<file path="config.mk">
export PLATFORM = sky130hd
export DESIGN_NAME = json_string_escaper
export DESIGN_NICKNAME = d
export VERILOG_FILES = /design/src/rtl/jse_pkg.sv /design/src/rtl/json_string_escaper.sv /design/src/rtl/jse_emitter.sv
export SDC_FILE = /design/constraint.sdc
export NUM_CORES = 1
export LEC_CHECK = 0
export ABC_CLOCK_PERIOD_IN_PS = 4900
export BUFFER_PORTS_ARGS = -buffer_cell sky130_fd_sc_hd__buf_2
export CELL_PAD_IN_SITES_DETAIL_PLACEMENT = 0
export CELL_PAD_IN_SITES_GLOBAL_PLACEMENT = 1
export CORE_MARGIN = 4
export CORE_UTILIZATION = 47
export DETAILED_ROUTE_END_ITERATION = 10
export GPL_ROUTABILITY_DRIVEN = 0
export GPL_TIMING_DRIVEN = 0
export MAX_ROUTING_LAYER = met4
export PLACE_DENSITY_LB_ADDON = 0.1
export SETUP_SLACK_MARGIN = 0.02
export SYNTH_ARGS = -nofsm -noshare
export SYNTH_HDL_FRONTEND = slang
export SYNTH_SLANG_ARGS = --single-unit
export TNS_END_PERCENT = 5
</file>
<file path="constraint.sdc">
create_clock -name clk -period 4.9 [get_ports clk]
set_input_delay 0.245 -clock clk [delete_from_list [all_inputs] [get_ports clk]]
set_output_delay 0.245 -clock clk [all_outputs]
set_load 0.02 [all_outputs]
</file>
<file path="src/rtl/jse_pkg.sv">
// ----------------------------------------------------------------------------
// jse_pkg
// Types, constants and escape tables for the JSON string escaper.
// ----------------------------------------------------------------------------
`default_nettype none

package jse_pkg;

  localparam int BYTE_W          = 8;
  localparam int CAP_W           = 16;
  localparam int POS_W           = 16;
  localparam int TOTAL_W         = 24;
  localparam int LEN_W           = 3;
  localparam int LENGTH_BITS_DEF = 24;

  localparam logic [CAP_W-1:0]   CAP_RESET = 16'd256;
  localparam logic [TOTAL_W-1:0] TOTAL_MAX = 24'hFF_FFFF;

  localparam logic [BYTE_W-1:0] CTRL_LIMIT = 8'h20;
  localparam logic [BYTE_W-1:0] CH_QUOTE   = 8'h22;
  localparam logic [BYTE_W-1:0] CH_BSLASH  = 8'h5C;
  localparam logic [BYTE_W-1:0] CH_LF      = 8'h0A;
  localparam logic [BYTE_W-1:0] CH_CR      = 8'h0D;
  localparam logic [BYTE_W-1:0] CH_TAB     = 8'h09;
  localparam logic [BYTE_W-1:0] CH_N       = 8'h6E;
  localparam logic [BYTE_W-1:0] CH_R       = 8'h72;
  localparam logic [BYTE_W-1:0] CH_T       = 8'h74;
  localparam logic [BYTE_W-1:0] CH_U       = 8'h75;
  localparam logic [BYTE_W-1:0] CH_ZERO    = 8'h30;
  localparam logic [BYTE_W-1:0] CH_A       = 8'h41;
  localparam logic [BYTE_W-1:0] CH_NUL     = 8'h00;

  localparam logic [LEN_W-1:0] LEN_PLAIN   = 3'd1;
  localparam logic [LEN_W-1:0] LEN_PAIR    = 3'd2;
  localparam logic [LEN_W-1:0] LEN_UNICODE = 3'd6;

  // Index of each byte in the \u00XX form
  localparam logic [LEN_W-1:0] IDX_LEAD  = 3'd0;
  localparam logic [LEN_W-1:0] IDX_TAG   = 3'd1;
  localparam logic [LEN_W-1:0] IDX_ZERO0 = 3'd2;
  localparam logic [LEN_W-1:0] IDX_ZERO1 = 3'd3;
  localparam logic [LEN_W-1:0] IDX_HI    = 3'd4;
  localparam logic [LEN_W-1:0] IDX_LO    = 3'd5;

  // One decoded transaction, handed from the counters to the emitter
  typedef struct packed {
    logic [BYTE_W-1:0]  ch;        // source byte
    logic [LEN_W-1:0]   len;       // bytes to emit
    logic               store;     // sequence lands in the buffer
    logic [POS_W-1:0]   pos;       // first offset, or terminator offset
    logic               is_end;    // terminator transaction
    logic [TOTAL_W-1:0] total;     // saturated length for the terminator
  } item_t;

  function automatic logic [BYTE_W-1:0] hex_digit(input logic [3:0] v);
    logic [BYTE_W-1:0] r;
    if (v < 4'd10) begin
      r = CH_ZERO + {4'd0, v};
    end else begin
      r = CH_A + {4'd0, v} - 8'd10;
    end
    return r;
  endfunction

  function automatic logic [LEN_W-1:0] esc_len(input logic [BYTE_W-1:0] ch);
    logic [LEN_W-1:0] r;
    case (ch)
      CH_QUOTE, CH_BSLASH, CH_LF, CH_CR, CH_TAB: r = LEN_PAIR;
      default: begin
        r = (ch < CTRL_LIMIT) ? LEN_UNICODE : LEN_PLAIN;
      end
    endcase
    return r;
  endfunction

  function automatic logic [BYTE_W-1:0] esc_byte(input logic [BYTE_W-1:0] ch,
                                                input logic [LEN_W-1:0]  idx);
    logic [BYTE_W-1:0] second;
    logic [BYTE_W-1:0] r;
    case (ch)
      CH_LF:   second = CH_N;
      CH_CR:   second = CH_R;
      CH_TAB:  second = CH_T;
      default: second = ch;
    endcase
    if (esc_len(ch) == LEN_PLAIN) begin
      r = ch;
    end else if (esc_len(ch) == LEN_PAIR) begin
      r = (idx == IDX_LEAD) ? CH_BSLASH : second;
    end else begin
      case (idx)
        IDX_LEAD:  r = CH_BSLASH;
        IDX_TAG:   r = CH_U;
        IDX_ZERO0: r = CH_ZERO;
        IDX_ZERO1: r = CH_ZERO;
        IDX_HI:    r = hex_digit(ch[7:4]);
        IDX_LO:    r = hex_digit(ch[3:0]);
        default:   r = CH_NUL;
      endcase
    end
    return r;
  endfunction

endpackage

`default_nettype wire

</file>
<file path="src/rtl/json_string_escaper.sv">
// ----------------------------------------------------------------------------
// json_string_escaper
// Path: an accepted transaction enters the sequence register; the emitter
//   sends one result byte per cycle into the output register unless stalled.
// Throughput: one transaction per cycle for pass-through bytes and end
//   markers if unstalled; an L-byte escape (2 or 6) keeps the emitter busy.
// Reset (rst_n, synchronous, active low): counts clear, capacity goes to
//   256, both pipeline registers empty. No clearing pass.
// ----------------------------------------------------------------------------
`default_nettype none

module json_string_escaper #(
  parameter int LENGTH_BITS = jse_pkg::LENGTH_BITS_DEF
) (
  input  wire                              clk,
  input  wire                              rst_n,
  // configuration: buffer capacity in bytes, terminator slot included
  input  wire                              cfg_wr_en,
  input  wire  [jse_pkg::CAP_W-1:0]        cfg_wr_data,
  // source stream
  input  wire                              in_valid,
  output logic                             in_ready,
  input  wire  [jse_pkg::BYTE_W-1:0]       in_source_byte,
  input  wire                              in_end_of_string,
  // escaped stream
  output logic                             out_valid,
  input  wire                              out_ready,
  output logic [jse_pkg::BYTE_W-1:0]       out_byte,
  output logic [jse_pkg::POS_W-1:0]        out_position,
  output logic                             out_store_enable,
  output logic                             out_last_of_run,
  output logic [jse_pkg::TOTAL_W-1:0]      out_total_length
);
  import jse_pkg::*;

  // Widths wide enough to compare the logical count with 16-bit and 24-bit
  // quantities without losing bits.
  localparam int CMP_W = (LENGTH_BITS > CAP_W) ? LENGTH_BITS : CAP_W;
  localparam int TOT_W = (LENGTH_BITS > TOTAL_W) ? LENGTH_BITS : TOTAL_W;

  logic [CAP_W-1:0]       cap_r;
  logic [LENGTH_BITS-1:0] logical_count_r;
  logic [LENGTH_BITS-1:0] logical_count_nxt;
  logic [CAP_W-1:0]       stored_count_r;
  logic [CAP_W-1:0]       stored_count_nxt;

  logic                   accept;
  logic                   can_load;
  logic [LEN_W-1:0]       seq_len;
  logic                   in_sync;
  logic [CAP_W:0]         stored_sum;
  logic                   fits;
  logic                   store;
  logic [LENGTH_BITS:0]   logical_sum;
  logic [TOT_W-1:0]       logical_ext;
  logic [CMP_W-1:0]       logical_cmp;
  logic [POS_W-1:0]       term_pos;
  logic [TOTAL_W-1:0]     term_total;
  item_t                  item;

  // A new transaction enters whenever the emitter is empty or is sending the
  // final byte of the current sequence this cycle.
  assign in_ready = can_load;
  assign accept   = in_valid && can_load;

  // Classify the byte and decide, against the counts as they stand now,
  // whether its whole sequence goes into the buffer.
  assign seq_len     = esc_len(in_source_byte);
  assign logical_cmp = CMP_W'(logical_count_r);
  assign in_sync     = (logical_cmp == CMP_W'(stored_count_r));
  assign stored_sum  = {1'b0, stored_count_r} + (CAP_W + 1)'(seq_len);
  assign fits        = (stored_sum < {1'b0, cap_r});
  assign store       = in_sync && fits;

  // Terminator goes to the first free slot, or the last slot if the buffer
  // filled up; a zero-capacity buffer takes nothing.
  always_comb begin
    if (cap_r == '0) begin
      term_pos = '0;
    end else if (stored_count_r < cap_r) begin
      term_pos = stored_count_r;
    end else begin
      term_pos = cap_r - CAP_W'(1);
    end
  end

  // Clamp the length to the 24-bit result field.
  assign logical_ext = TOT_W'(logical_count_r);
  assign term_total  = (logical_ext > TOT_W'(TOTAL_MAX)) ? TOTAL_MAX
                                                        : logical_ext[TOTAL_W-1:0];

  always_comb begin
    item.ch     = in_source_byte;
    item.len    = in_end_of_string ? LEN_PLAIN : seq_len;
    item.store  = in_end_of_string ? (cap_r != '0) : store;
    item.pos    = in_end_of_string ? term_pos : logical_cmp[POS_W-1:0];
    item.is_end = in_end_of_string;
    item.total  = term_total;
  end

  // Counts advance at acceptance (logical saturating); end marker clears them.
  assign logical_sum = {1'b0, logical_count_r} + (LENGTH_BITS + 1)'(seq_len);

  always_comb begin
    logical_count_nxt = logical_count_r;
    stored_count_nxt  = stored_count_r;
    if (in_end_of_string) begin
      logical_count_nxt = '0;
      stored_count_nxt  = '0;
    end else begin
      logical_count_nxt = logical_sum[LENGTH_BITS] ? {LENGTH_BITS{1'b1}}
                                                   : logical_sum[LENGTH_BITS-1:0];
      if (store) begin
        stored_count_nxt = stored_sum[CAP_W-1:0];
      end
    end
  end

  always_ff @(posedge clk) begin
    if (!rst_n) begin
      logical_count_r <= '0;
      stored_count_r  <= '0;
    end else if (accept) begin
      logical_count_r <= logical_count_nxt;
      stored_count_r  <= stored_count_nxt;
    end
  end

  // Capacity register; user writes it only while the block is idle, unchecked.
  always_ff @(posedge clk) begin
    if (!rst_n) begin
      cap_r <= CAP_RESET;
    end else if (cfg_wr_en) begin
      cap_r <= cfg_wr_data;
    end
  end

  // Sequence register plus output register: hold the decoded transaction,
  // drop one byte per cycle into the result stage unless out_ready stalls.
  jse_emitter u_emitter (
    .clk              (clk),
    .rst_n            (rst_n),
    .load             (accept),
    .item             (item),
    .can_load         (can_load),
    .out_valid        (out_valid),
    .out_ready        (out_ready),
    .out_byte         (out_byte),
    .out_position     (out_position),
    .out_store_enable (out_store_enable),
    .out_last_of_run  (out_last_of_run),
    .out_total_length (out_total_length)
  );

endmodule

`default_nettype wire

</file>
<file path="src/rtl/jse_emitter.sv">
// ----------------------------------------------------------------------------
// jse_emitter
// Holds one decoded transaction and sends its bytes, one per cycle, into
// the output register, unless a full output register waits on out_ready.
// ----------------------------------------------------------------------------
`default_nettype none

module jse_emitter (
  input  wire                              clk,
  input  wire                              rst_n,
  input  wire                              load,
  input  jse_pkg::item_t                   item,
  output logic                             can_load,
  output logic                             out_valid,
  input  wire                              out_ready,
  output logic [jse_pkg::BYTE_W-1:0]       out_byte,
  output logic [jse_pkg::POS_W-1:0]        out_position,
  output logic                             out_store_enable,
  output logic                             out_last_of_run,
  output logic [jse_pkg::TOTAL_W-1:0]      out_total_length
);
  import jse_pkg::*;

  item_t              item_r;
  logic               seq_valid_r;
  logic [LEN_W-1:0]   idx_r;
  logic               out_valid_r;
  logic [BYTE_W-1:0]  byte_r;
  logic [POS_W-1:0]   pos_r;
  logic               store_r;
  logic               last_r;
  logic [TOTAL_W-1:0] total_r;

  logic               out_free;
  logic               emit;
  logic               is_last;
  logic [BYTE_W-1:0]  byte_nxt;
  logic [POS_W-1:0]   pos_nxt;
  logic [TOTAL_W-1:0] total_nxt;

  assign out_free  = !out_valid_r || out_ready;
  assign emit      = seq_valid_r && out_free;
  assign is_last   = (idx_r == item_r.len - LEN_PLAIN);
  assign can_load  = !seq_valid_r || (emit && is_last);

  assign byte_nxt  = item_r.is_end ? CH_NUL : esc_byte(item_r.ch, idx_r);
  assign pos_nxt   = item_r.is_end ? item_r.pos : item_r.pos + POS_W'(idx_r);
  assign total_nxt = item_r.is_end ? item_r.total : '0;

  always_ff @(posedge clk) begin
    if (!rst_n) begin
      seq_valid_r <= 1'b0;
      idx_r       <= '0;
    end else if (load) begin
      seq_valid_r <= 1'b1;
      idx_r       <= '0;
    end else if (emit && is_last) begin
      seq_valid_r <= 1'b0;
    end else if (emit) begin
      idx_r <= idx_r + LEN_PLAIN;
    end
  end

  always_ff @(posedge clk) begin
    if (load) begin
      item_r <= item;
    end
  end

  always_ff @(posedge clk) begin
    if (!rst_n) begin
      out_valid_r <= 1'b0;
    end else if (emit) begin
      out_valid_r <= 1'b1;
    end else if (out_ready) begin
      out_valid_r <= 1'b0;
    end
  end

  always_ff @(posedge clk) begin
    if (emit) begin
      byte_r  <= byte_nxt;
      pos_r   <= pos_nxt;
      store_r <= item_r.store;
      last_r  <= is_last;
      total_r <= total_nxt;
    end
  end

  assign out_valid        = out_valid_r;
  assign out_byte         = byte_r;
  assign out_position     = pos_r;
  assign out_store_enable = store_r;
  assign out_last_of_run  = last_r;
  assign out_total_length = total_r;

endmodule

`default_nettype wire

</file>
### Yosys cells after proc, flatten, opt, wreduce, memory -nomap -nowiden

Cells that the tools add are included.

| operators by class | value |
|---|---|
| $add $sub $neg | 12 |
| multipliers | 0 |
| div/mod/pow operators | 0 |
| order comparisons | 7 |
| equality and inequality tests | 19 |
| shifts and indexed selects | 0 |
| mux-type cells | 25 |
| bitwise operators | 2 |
| reductions and logical operators | 20 |

Operators with widths:

| kind | count |
|---|---|
| $mux 16 | 6 |
| $eq 8x4->1 const B | 6 |
| $mux 24 | 2 |
| $mux 8 | 5 |
| $pmux 8 s5 | 1 |
| $add 24x3->25 | 1 |
| $eq 24x16->1 | 1 |
| $gt 24x24->1 const B | 1 |
| $pmux 8 s3 | 1 |
| $add 16x3->17 | 1 |
| $lt 17x16->1 | 1 |
| $add 16x3->16 | 1 |
| $add 7x4->8 const A | 2 |
| $eq 8x6->1 const B | 2 |
| $eq 8x7->1 const B | 2 |
| $logic_not 16->1 | 1 |
| $lt 16x16->1 | 1 |
| $lt 8x6->1 const B | 2 |
| $reduce_bool 16->1 | 1 |
| $sub 16x1->16 const B | 1 |
| $sub 8x4->8 const B | 2 |
| $mux 3 | 5 |
| $add 6x4->7 const A | 2 |
| $reduce_or 5->1 | 2 |
| 16 further kinds | 35 |

| word-level totals | value |
|---|---|
| register bits after elaboration | 164 |
| bits in latches | 0 |
| bits in writable memories | 0 |
| bits in read-only memories | 0 |
| output and inout bits | 52 |
| memories kept | 0 |

### Depth between registers and ports, before layout

Gate-level depths: netlist (run 1).

| logic depth | value |
|---|---|
| word-level depth | 8 |
| depth in mapped cells | 22 |

### Cells and area by module

From an unflattened synthesis (run 1), not the netlist that was laid out.

| unflattened totals | value |
|---|---|
| cell total of the unflattened synthesis | 939 |
| area, all modules | 9549.2 um^2 |

Modules (own cells, without submodules):

| module | instances | cells each | area an instance (um^2) | sequential area each (um^2) |
|---|---|---|---|---|
| json_string_escaper | 1 | 624 | 4917.2 | 1121.1 |
| jse_emitter | 1 | 315 | 4631.9 | 3193.1 |

### Least setup slack after synthesis (run 1)

OpenSTA, ideal clock, no wires.

| timing path | value |
|---|---|
| path kind | input port to flip-flop |
| from | input in_source_byte[3] (netlist name) |
| to | register stored_count_r[9] |
| arrival | 3.976 ns |
| required time | 4.774 ns |
| slack | 0.798 ns |
| stages | 22 |
| path buffers | 3 |
| path through | nor4bb_1 -> and3_1 -> a21oi_1 -> o21ai_0 -> nand2b_1 -> ha_1 -> inv_1 -> fa_1 -> and2b_4 -> o2111ai_4 -> or3_1 -> xnor2_1 -> ha_1 -> a21oi_1 -> o21ai_0 -> a221oi_1 -> and4_1 -> buf_6 -> and2_4 -> buf_6 -> buf_6 -> o211ai_2 |

| between the ends | value |
|---|---|
| word-level cells in the longest chain between the ends | 8 |
| elaborated cells between the ends (all ways) | 16 |
| those cells by class | add/sub (1); order compare (2); eq/ne (5); mux (4); reduce/logical (4) |

Ends and longest elaborated chain:

| element | line | text |
|---|---|---|
| start, declared | json_string_escaper.sv:23 | `input wire [jse_pkg::BYTE_W-1:0] in_source_byte,` |
| $lt 8x6->1, or another cell as far along | jse_pkg.sv:70 | `r = (ch < CTRL_LIMIT) ? LEN_UNICODE : LEN_PLAIN;` |
| $mux 3 / $reduce_or 5->1 (equally long branches) | jse_pkg.sv:70, jse_pkg.sv:67 |  |
| $mux 3 (*) | jse_pkg.sv:67 | `case (ch)` |
| named net seq_len[0] | json_string_escaper.sv:49 | `logic [LEN_W-1:0] seq_len;` |
| $add 16x3->17 (*) | json_string_escaper.sv:71 | `assign stored_sum = {1'b0, stored_count_r} + (CAP_W + 1)'(seq_len);` |
| $lt 17x16->1 | json_string_escaper.sv:72 | `assign fits = (stored_sum < {1'b0, cap_r});` |
| $logic_and 1x1->1 | json_string_escaper.sv:73 | `assign store = in_sync && fits;` |
| $reduce_bool 2->1 (no source line) | n/a |  |
| $reduce_and 2->1 (no source line) | n/a |  |
| end signal, assigned | json_string_escaper.sv:125 | `stored_count_r <= stored_count_nxt;` |
| end, declared | json_string_escaper.sv:44 | `logic [CAP_W-1:0] stored_count_r;` |

Mark *: on every way through the listed nets, which the timed path passes. The rest lies on a longest branch. The select of a mux whose other input is x is not followed.
A chain may end at the register's enable or synchronous reset.

### Worst setup path in the final report (run 1)

| timing path | value |
|---|---|
| from | input in_source_byte[3] (netlist name) |
| to | register stored_count_r[3] |

The elaborated chain is that of the path after synthesis.

==> impl_summary.md, run 1 <==
Logic synthesis
The cell area after synthesis is 9440 µm². The share of the Yosys chip area taken by registers is 0.457. For this run, the leading register cell type out of synthesis is sky130_fd_sc_hd__edfxtp_1. The synthesized netlist contains 72 unique library cells. The gate count of the mapped netlist is 947. After synthesis, the share of flip-flops with an asynchronous set or reset is 0. In this run, synthesis inferred 103 flip-flops with an integrated enable. The number of storage elements in the synthesis netlist is 164. A synthesized cell averages 9.96 µm². Synthesis produced a netlist with a net count of 1034. The count of yosys warnings during synthesis is 0.

Critical path
STA classifies the critical path startpoint as an input port. In this run the worst path has a maximum fanout of 19. For the worst flop-to-flop path, the logic depth is 17. The worst setup path category is input port to flip-flop. The minimum setup slack among reg-to-reg paths is 0.57 ns. The critical path ends at stored_count_r[3]. The worst setup path is captured at a flip-flop.

The worst register-to-register path begins at stored_count_r[0]. The most critical setup path has its startpoint at in_source_byte[3]. For the worst setup path, the data required time is 5.21 ns. In this run the critical register-to-register path is captured at stored_count_r[3]. Data on the critical path arrives at its endpoint at 4.84 ns.

Routing
The post-detailed-routing wire length is 23.4 mm. Routed signal wires occupy layers up through met4. Before antenna repair, the detailed router went through 5 iterations.

The count of unresolved DRC violations after routing is 0. The amount of wire on met2 after detailed routing is 10.1 mm. The number of nets with antenna violations after routing is 0. The ratio of routed vias to standard cells is 5.37. The detailed router put a total of 11.5 mm of wire on met1.

The DRC violation total after the first TritonRoute iteration is 575. After detailed routing, the average wire length per cell comes to 17.7 µm. The routed via count is 7115.

In the detailed route, the total length drawn on met3 is 1.37 mm.

Global route
Across every metal layer, demand over resource in global routing totals 0.222. The number of global-route vias before repair is 6956. The initial antenna violation count is 0. The overall overflow remaining after global route is 0. The first-pass GRT wire length is 37.7 mm.

The largest net degree at the start of global routing is 43.

Layout
The number of nets at the end of the flow is 1134. Of the cells placed in the final design, the portion with a size suffix greater than 1 is 0.151. The core utilization of the finished layout is 0.553. The antenna diode instance count is 0. The signed area change from the synthesized netlist to the final layout is 14.9%.

CTS
The number of buffers created by CTS is 17. The cell sitting at the root of the clock tree is a sky130_fd_sc_hd__clkbuf_16. The number of buffers on the longest clock path is 2.

The H-tree level count is 4. The clock latency on the worst-skew pair is 0.43 ns. The clock-pin slew reported for the worst setup and hold paths after clock tree synthesis is 0.07 ns. The clock tree from TritonCTS is built. The clock net in this run drives a total of 164 sinks.

Status
The run finished with clean final reports.

Timing
The final cycle utilization of the critical path is 0.925. The total of endpoints with negative setup slack in the final report is 0. The achievable clock frequency is 221 MHz. Setup repair after global routing left no endpoint under its margin. The final-report hold violation count is 0. The worst pin sits at a relative slew slack of 0.173. The clock period minus final worst setup slack is 4.53 ns. Summed over all failing endpoints, the final setup total negative slack is 0 ns. The final number of max-transition violations was 0. Across the routed clock network, the largest skew measured is 0.00931 ns. For the pin with the worst max-slew slack, the measured transition is 1.23 ns. The worst setup slack after layout is 0.370 ns.

Pwr
The total power consumption of the routed design is 3.35 mW. The power density over cell area is 309 nW/µm². Summed over all cells, the static leakage comes to 4.18 nW. The worst ir drop on vdd is 0.288 mV.

Die
After floorplanning, the core was divided into 51 placement rows. The core area is 19600 µm². 82 I/O pins were placed. The initial utilization of the core area, before any placement, comes to 0.482.

Measured along the x axis, the die boundary spans 150 µm. Measured along the y axis, the die boundary spans 150 µm. The die covers 22400 µm².

Job
The max-cap violation count is 0.

Min path
In this run the most critical hold path is launched from cfg_wr_data[8]. The min-delay analysis places its worst path in the category input port to flip-flop.

Placed design
During placement, the flow inserted port buffers numbering 80. Detailed placement ended at an HPWL of 17.6 mm. The setup slack after placement is -0.662 ns.
[registers in the layout, summed over array words and instances (netlist names)]
name and cells:
logical_cmp 24, u_emitter.out_store_enable 1, u_emitter.seq_valid_r 1, u_emitter.out_position 16, u_emitter.item_r 53, u_emitter.out_last_of_run 1, u_emitter.out_total_length 24, u_emitter.out_byte 8
u_emitter.out_valid 1, stored_count_r 16, cap_r 16, u_emitter.idx_r 3
[cell families (layout without fill, tap and decap cells)]
family,Yosys count,in the layout,share of synthesized area
AND/OR/NAND/NOR,302,302,0.170
AO/OA/AOI/OAI,192,192,0.139
flip-flops,164,164,0.457
buffers and inverters,134,247,0.0583
XOR/XNOR,64,64,0.0610
adder cells (fa/ha/maj),57,57,0.0780
multiplexers,34,34,0.0363
[worst max-delay path, stage by stage]
cell and delay, ns:
sky130_fd_sc_hd__buf_2 0.12, sky130_fd_sc_hd__nor4bb_1 0.13, sky130_fd_sc_hd__and3_1 0.18, sky130_fd_sc_hd__a21oi_1 0.15, sky130_fd_sc_hd__o21ai_0 0.13, sky130_fd_sc_hd__nand2b_1 0.16, sky130_fd_sc_hd__ha_1 0.21, sky130_fd_sc_hd__inv_1 0.06
sky130_fd_sc_hd__fa_1 0.40, sky130_fd_sc_hd__and2b_4 0.28, sky130_fd_sc_hd__o2111ai_4 0.20, sky130_fd_sc_hd__or3_1 0.44, sky130_fd_sc_hd__xnor2_1 0.20, sky130_fd_sc_hd__ha_1 0.28, sky130_fd_sc_hd__a21oi_1 0.12, sky130_fd_sc_hd__o21ai_0 0.11
sky130_fd_sc_hd__a221oi_1 0.36, sky130_fd_sc_hd__and4_1 0.25, sky130_fd_sc_hd__buf_6 0.20, sky130_fd_sc_hd__and2_4 0.17, sky130_fd_sc_hd__buf_6 0.12, sky130_fd_sc_hd__buf_6 0.18, sky130_fd_sc_hd__o211ai_2 0.11
[cell type report]
class,count,area (µm²)
inverter,55,206
tap,265,332
sequential,164,4310
buffer,78,340
clock inverter,15,170
timing repair buffer,82,440
fill,1802,8750
clock buffer,17,425
multi-input combinational,649,4610
[per-stage QoR]
stage | hold WS (ns) | area, µm² | std cells
final | 0.0286 | 10800 | 1325
after global routing | 0.0199 | 10800 | 1325
after CTS | 0.0149 | 10800 | 1326
after detailed placement | 0.434 | 10200 | 1294
after global placement | 0.455 | 10200 | 1292
after floorplan | 0.344 | 9440 | 947
[what timing repair did]
item,CTS,global route
setup endpoints to repair,15,9
hold buffers,0,0
gates resized for setup,2,3
buffers inserted,0,0
[synthesized netlist by cell type, drive strengths merged (33+ instances only)]
| cell | instances | area, µm² |
|---|---|---|
| a21oi | 34 | 170 |
| and2 | 33 | 209 |
| clkbuf | 59 | 223 |
| dfxtp | 61 | 1220 |
| edfxtp | 103 | 3090 |
| ha | 54 | 676 |
| inv | 55 | 206 |
| nand2 | 69 | 259 |
| nand3 | 33 | 165 |
| nor2 | 41 | 154 |
| o21ai | 58 | 290 |
| xnor2 | 49 | 429 |
[layout by cell type (no fill, tap or decap), types with 10 or more instances in the layout]
cell                        netlist  final
sky130_fd_sc_hd__inv_1           55     55
sky130_fd_sc_hd__a31oi_1         10     10
sky130_fd_sc_hd__nor2b_1         23     22
sky130_fd_sc_hd__buf_2           13     93
sky130_fd_sc_hd__a21o_1          10     10
sky130_fd_sc_hd__dfxtp_1         61     61
sky130_fd_sc_hd__and3_1          11     11
sky130_fd_sc_hd__edfxtp_1       103    103
sky130_fd_sc_hd__nand3_1         33     33
sky130_fd_sc_hd__nor2_1          41     41
sky130_fd_sc_hd__o21ai_0         58     58
sky130_fd_sc_hd__nor3_1          20     19
sky130_fd_sc_hd__o22ai_1         13     13
sky130_fd_sc_hd__nand2_1         69     69
sky130_fd_sc_hd__and2_1          31     30
sky130_fd_sc_hd__xor2_1          14     14
sky130_fd_sc_hd__a21oi_1         34     34
sky130_fd_sc_hd__xnor2_1         49     49
sky130_fd_sc_hd__nand4_1         26     26
sky130_fd_sc_hd__clkbuf_16        0     17
sky130_fd_sc_hd__mux2i_1         32     32
sky130_fd_sc_hd__ha_1            54     54
sky130_fd_sc_hd__clkbuf_1        58     57
[worst min-delay path by stage]
stage | slack (ns) | to | cells past startpoint
final | 0.03 | cap_r[8] | 3
after global routing | 0.02 | u_emitter.item_r[24] | 1
after CTS | 0.01 | u_emitter.item_r[46] | 1
after detailed placement | 0.43 | u_emitter.out_store_enable | 0
after global placement | 0.45 | u_emitter.out_store_enable | 0
after floorplan | 0.34 | u_emitter.item_r[24] | 0
[power by group]
| group | internal [mW] | total, mW | switching (mW) |
|---|---|---|---|
| clock | 0.691 | 1.33 | 0.638 |
| sequential | 1.55 | 1.58 | 0.0389 |
| combinational | 0.155 | 0.434 | 0.279 |
[routing by layer]
metal	up-vias	track usage
met5	-	-
met4	0	0.0741
met3	36	0.0369
met2	208	0.320
met1	3263	0.320
li1	3608	-
Power figures use the tool's default switching activity.
==> run 2: changes to the inputs <==
- CORE_ASPECT_RATIO: unset -> 1.5
==> run 2 against run 1 <==
  * Count of clock-buffer cells in the layout stayed put
  * Die area increased by 0.21%
  * Critical path depth decreased by 1
  * Hold slack got worse by 0.0019 ns
  * Clock skew is 0.0029 ns higher
  * Design area grew 0.28%
  * Combinational power is 1% higher
  * Routed wire length up 1.8%
  * Largest cell class unchanged
  * Utilization fell by 0.39 points
  * Total power grew 1.7%
==> impl_summary.md, run 2 (same netlist as run 1, synthesis figures left out) <==
Min path
The cell count of the worst hold path was 1 (-2). The kind of path behind the tightest hold check is input port to flip-flop.

Routing
The post-detailed-routing wire length came to 23.8 mm (+1.8%). The routed via count was 7261 (+2.1%). The routed length per instance is 18.0 µm (+2.2%). The DRC violation total after the first TritonRoute iteration came to 428 (-26%).

The count of unresolved DRC violations after routing was 0 (unchanged). The detailed-router iteration count before antenna repair is 5 (unchanged). The ratio of routed vias to standard cells is 5.50 (+2.4%). The number of nets with antenna violations after routing was 0 (unchanged).

Global route
The initial antenna violation count came to 0 (unchanged). The overall overflow remaining after global route came to 0 (unchanged). The number of global-route vias before repair is 7233 (+4.0%).

The total global routing track utilization is 0.225 (+0.00298). The first-pass GRT wire length is 38.3 mm (+1.4%). The largest net degree at the start of global routing is 44 (+2.3%).

CTS
The number of buffers on the longest clock path was 2 (unchanged). The sink count of the clock tree is 164 (unchanged). The number of buffers created by CTS was 17 (unchanged).

The clock-pin slew reported for the worst setup and hold paths after clock tree synthesis was 0.07 ns (about the same). The clock root buffer master is sky130_fd_sc_hd__clkbuf_16. TritonCTS built the clock tree.

The number of buffers inserted by hold repair at cts was 0 (unchanged). The post-CTS setup repair buffer count is 0 (unchanged). The clock latency on the worst-skew pair is 0.43 ns (about the same). The H-tree level count is 4 (unchanged).

Timing
The slew at the pin closest to its max-slew limit is 1.30 ns (+0.0719 ns). The worst slew margin relative to its limit came to 0.124 (-0.0484). The setup clock skew after layout is 0.0122 ns (+0.00288 ns).

The final hold slack is 0.0267 ns (-0.00191 ns). The final-layout setup total negative slack is 0 ns (unchanged). The clock period minus final worst setup slack came to 4.58 ns (+0.0500 ns). The final number of max-transition violations was 0 (unchanged). The final cycle utilization of the critical path is 0.935 (+0.0102). The final-report hold violation count is 0 (unchanged).

Setup repair after global routing left no endpoint under its margin. The achievable clock frequency came to 218 MHz (-1.1%). The total of endpoints with negative setup slack in the final report is 0 (unchanged).

Die
The die area was 22500 µm² (+0.21%). The core area is 19800 µm² (+1.0%). The initial cell density of the core is 0.477 (-0.00475).

The vertical extent of the die came to 182 µm (+21%). The row count is 63 (+24%). The count of boundary I/O pins is 82 (unchanged). The width of the chip is 124 µm (-17%).

Layout
The signed area change from the synthesized netlist to the final layout is 15.2%. The most common library cell in the layout ignoring fill and taps is sky130_fd_sc_hd__edfxtp_1. The number of nets at the end of the flow is 1135 (+0.088%). Counting flops per register, the top entry is u_emitter.item_r. The library cells used most frequently in the layout, excluding fill and tap cells, are 103 x sky130_fd_sc_hd__edfxtp_1, 93 x sky130_fd_sc_hd__buf_2, 69 x sky130_fd_sc_hd__nand2_1, 61 x sky130_fd_sc_hd__dfxtp_1, 58 x sky130_fd_sc_hd__o21ai_0.

The final cell count without fillers was 1321 (-0.30%). The share of cells above drive strength 1 came to 0.152 (+0.000800). The antenna diode instance count is 0 (unchanged). The area of all placed cells without fillers is 10900 µm² (+0.28%). The flip-flop count of the largest register after layout is 53 (unchanged).

Placed design
The cell area after placement is 10200 µm² (about the same). The number of port buffers is 80 (unchanged). The half-perimeter wire length after detailed placement was 18.6 mm (+5.9%).

The number of cells after detailed placement came to 1289 (-0.39%).

Critical path
The top fanout value on the critical path is 10 (-9). The worst setup path category is input port to flip-flop. The data required time of the worst path is 5.17 ns (-0.04 ns). The number of cells traversed by the worst register-to-register path came to 16 (-1).

The element type at the critical path start is an input port. The minimum setup slack among reg-to-reg paths is 0.50 ns (-0.07 ns). The critical path data arrival time is 4.85 ns (about the same).

STA classifies the critical path endpoint as a flip-flop.

Pwr
The worst ir drop on vdd is 0.168 mV (-41%). The power density over cell area is 313 nW/µm² (+1.4%). The total power consumption of the routed design was 3.40 mW (+1.7%).

The leakage component of the power came to 4.19 nW (+0.42%).

Status
The run finished with clean final reports.

Job
The max-cap violation count is 0 (unchanged).
[run 2: cell count changes in the layout (fill, tap and decap cells not counted), sizes merged]
cell,delta
clkbuf,+1
inv,-2
clkinv,+1
bufinv,+1
[run 2: path summary, 6_finish.rpt]
kind | startpoint | to
setup reg to reg | stored_count_r[0] | u_emitter.item_r[41]
hold / removal | in_source_byte[2] | u_emitter.item_r[47]
hold reg to reg | u_emitter.item_r[41] | u_emitter.out_store_enable
setup / recovery | in_source_byte[3] | u_emitter.item_r[41]
[run 2: area by class of cell]
cell class              instances  area [µm²]
clock buffers                  17         425
multi-input cells             649        4610
fillers                      1818        8910
plain buffers                  79         345
inverters                      55         206
repair buffers                 82         440
clock inverters                15         201
flip-flops and latches        164        4310
well taps                     260         325
[run 2: worst max-delay path, cell delays in order]
cell                        delay (ns)
sky130_fd_sc_hd__buf_2            0.12
sky130_fd_sc_hd__nor4bb_1         0.13
sky130_fd_sc_hd__and3_1           0.17
sky130_fd_sc_hd__a21oi_1          0.15
sky130_fd_sc_hd__o21ai_0          0.13
sky130_fd_sc_hd__nand2b_1         0.16
sky130_fd_sc_hd__ha_1             0.21
sky130_fd_sc_hd__inv_1            0.06
sky130_fd_sc_hd__fa_1             0.40
sky130_fd_sc_hd__and2b_4          0.29
sky130_fd_sc_hd__o2111ai_4        0.20
sky130_fd_sc_hd__or3_1            0.44
sky130_fd_sc_hd__xnor2_1          0.21
sky130_fd_sc_hd__ha_1             0.28
sky130_fd_sc_hd__a21oi_1          0.13
sky130_fd_sc_hd__o21ai_0          0.11
sky130_fd_sc_hd__a221oi_1         0.40
sky130_fd_sc_hd__and4_1           0.26
sky130_fd_sc_hd__buf_6            0.14
sky130_fd_sc_hd__clkbuf_2         0.30
sky130_fd_sc_hd__nand3_1          0.12
sky130_fd_sc_hd__nand2_1          0.16
[run 2: stage by stage]
stage | utilization | setup WS, ns
finish | 0.550 | 0.320
global route | 0.550 | 0.0645
CTS | 0.549 | 0.0865
detailed placement | 0.516 | -0.899
global placement | 0.514 | -0.933
floorplan | - | 0.798
[run 2: metal layers]
metal | track usage | up-vias | share of wire
met3 | 0.0330 | 54 | 0.037
met1 | 0.257 | 3398 | 0.41
met5 | - | - | 0
met4 | 0.0984 | 0 | 0.041
li1 | - | 3600 | -
met2 | 0.387 | 209 | 0.52
[run 2: report_power, final]
| group | internal (mW) | leakage, nW | switching, mW | total [mW] |
|---|---|---|---|---|
| Clock | 0.745 | 0.302 | 0.634 | 1.38 |
| Sequential | 1.55 | 1.50 | 0.0386 | 1.58 |
| Combinational | 0.156 | 2.39 | 0.284 | 0.440 |
| Total | 2.45 | 4.19 | 0.956 | 3.40 |
[run 2: what timing repair did]
item / 4_1_cts / 5_1_grt
setup endpoints to repair: 17 / 10
gates cloned: 0 / 0
resized for setup: 3 / 4
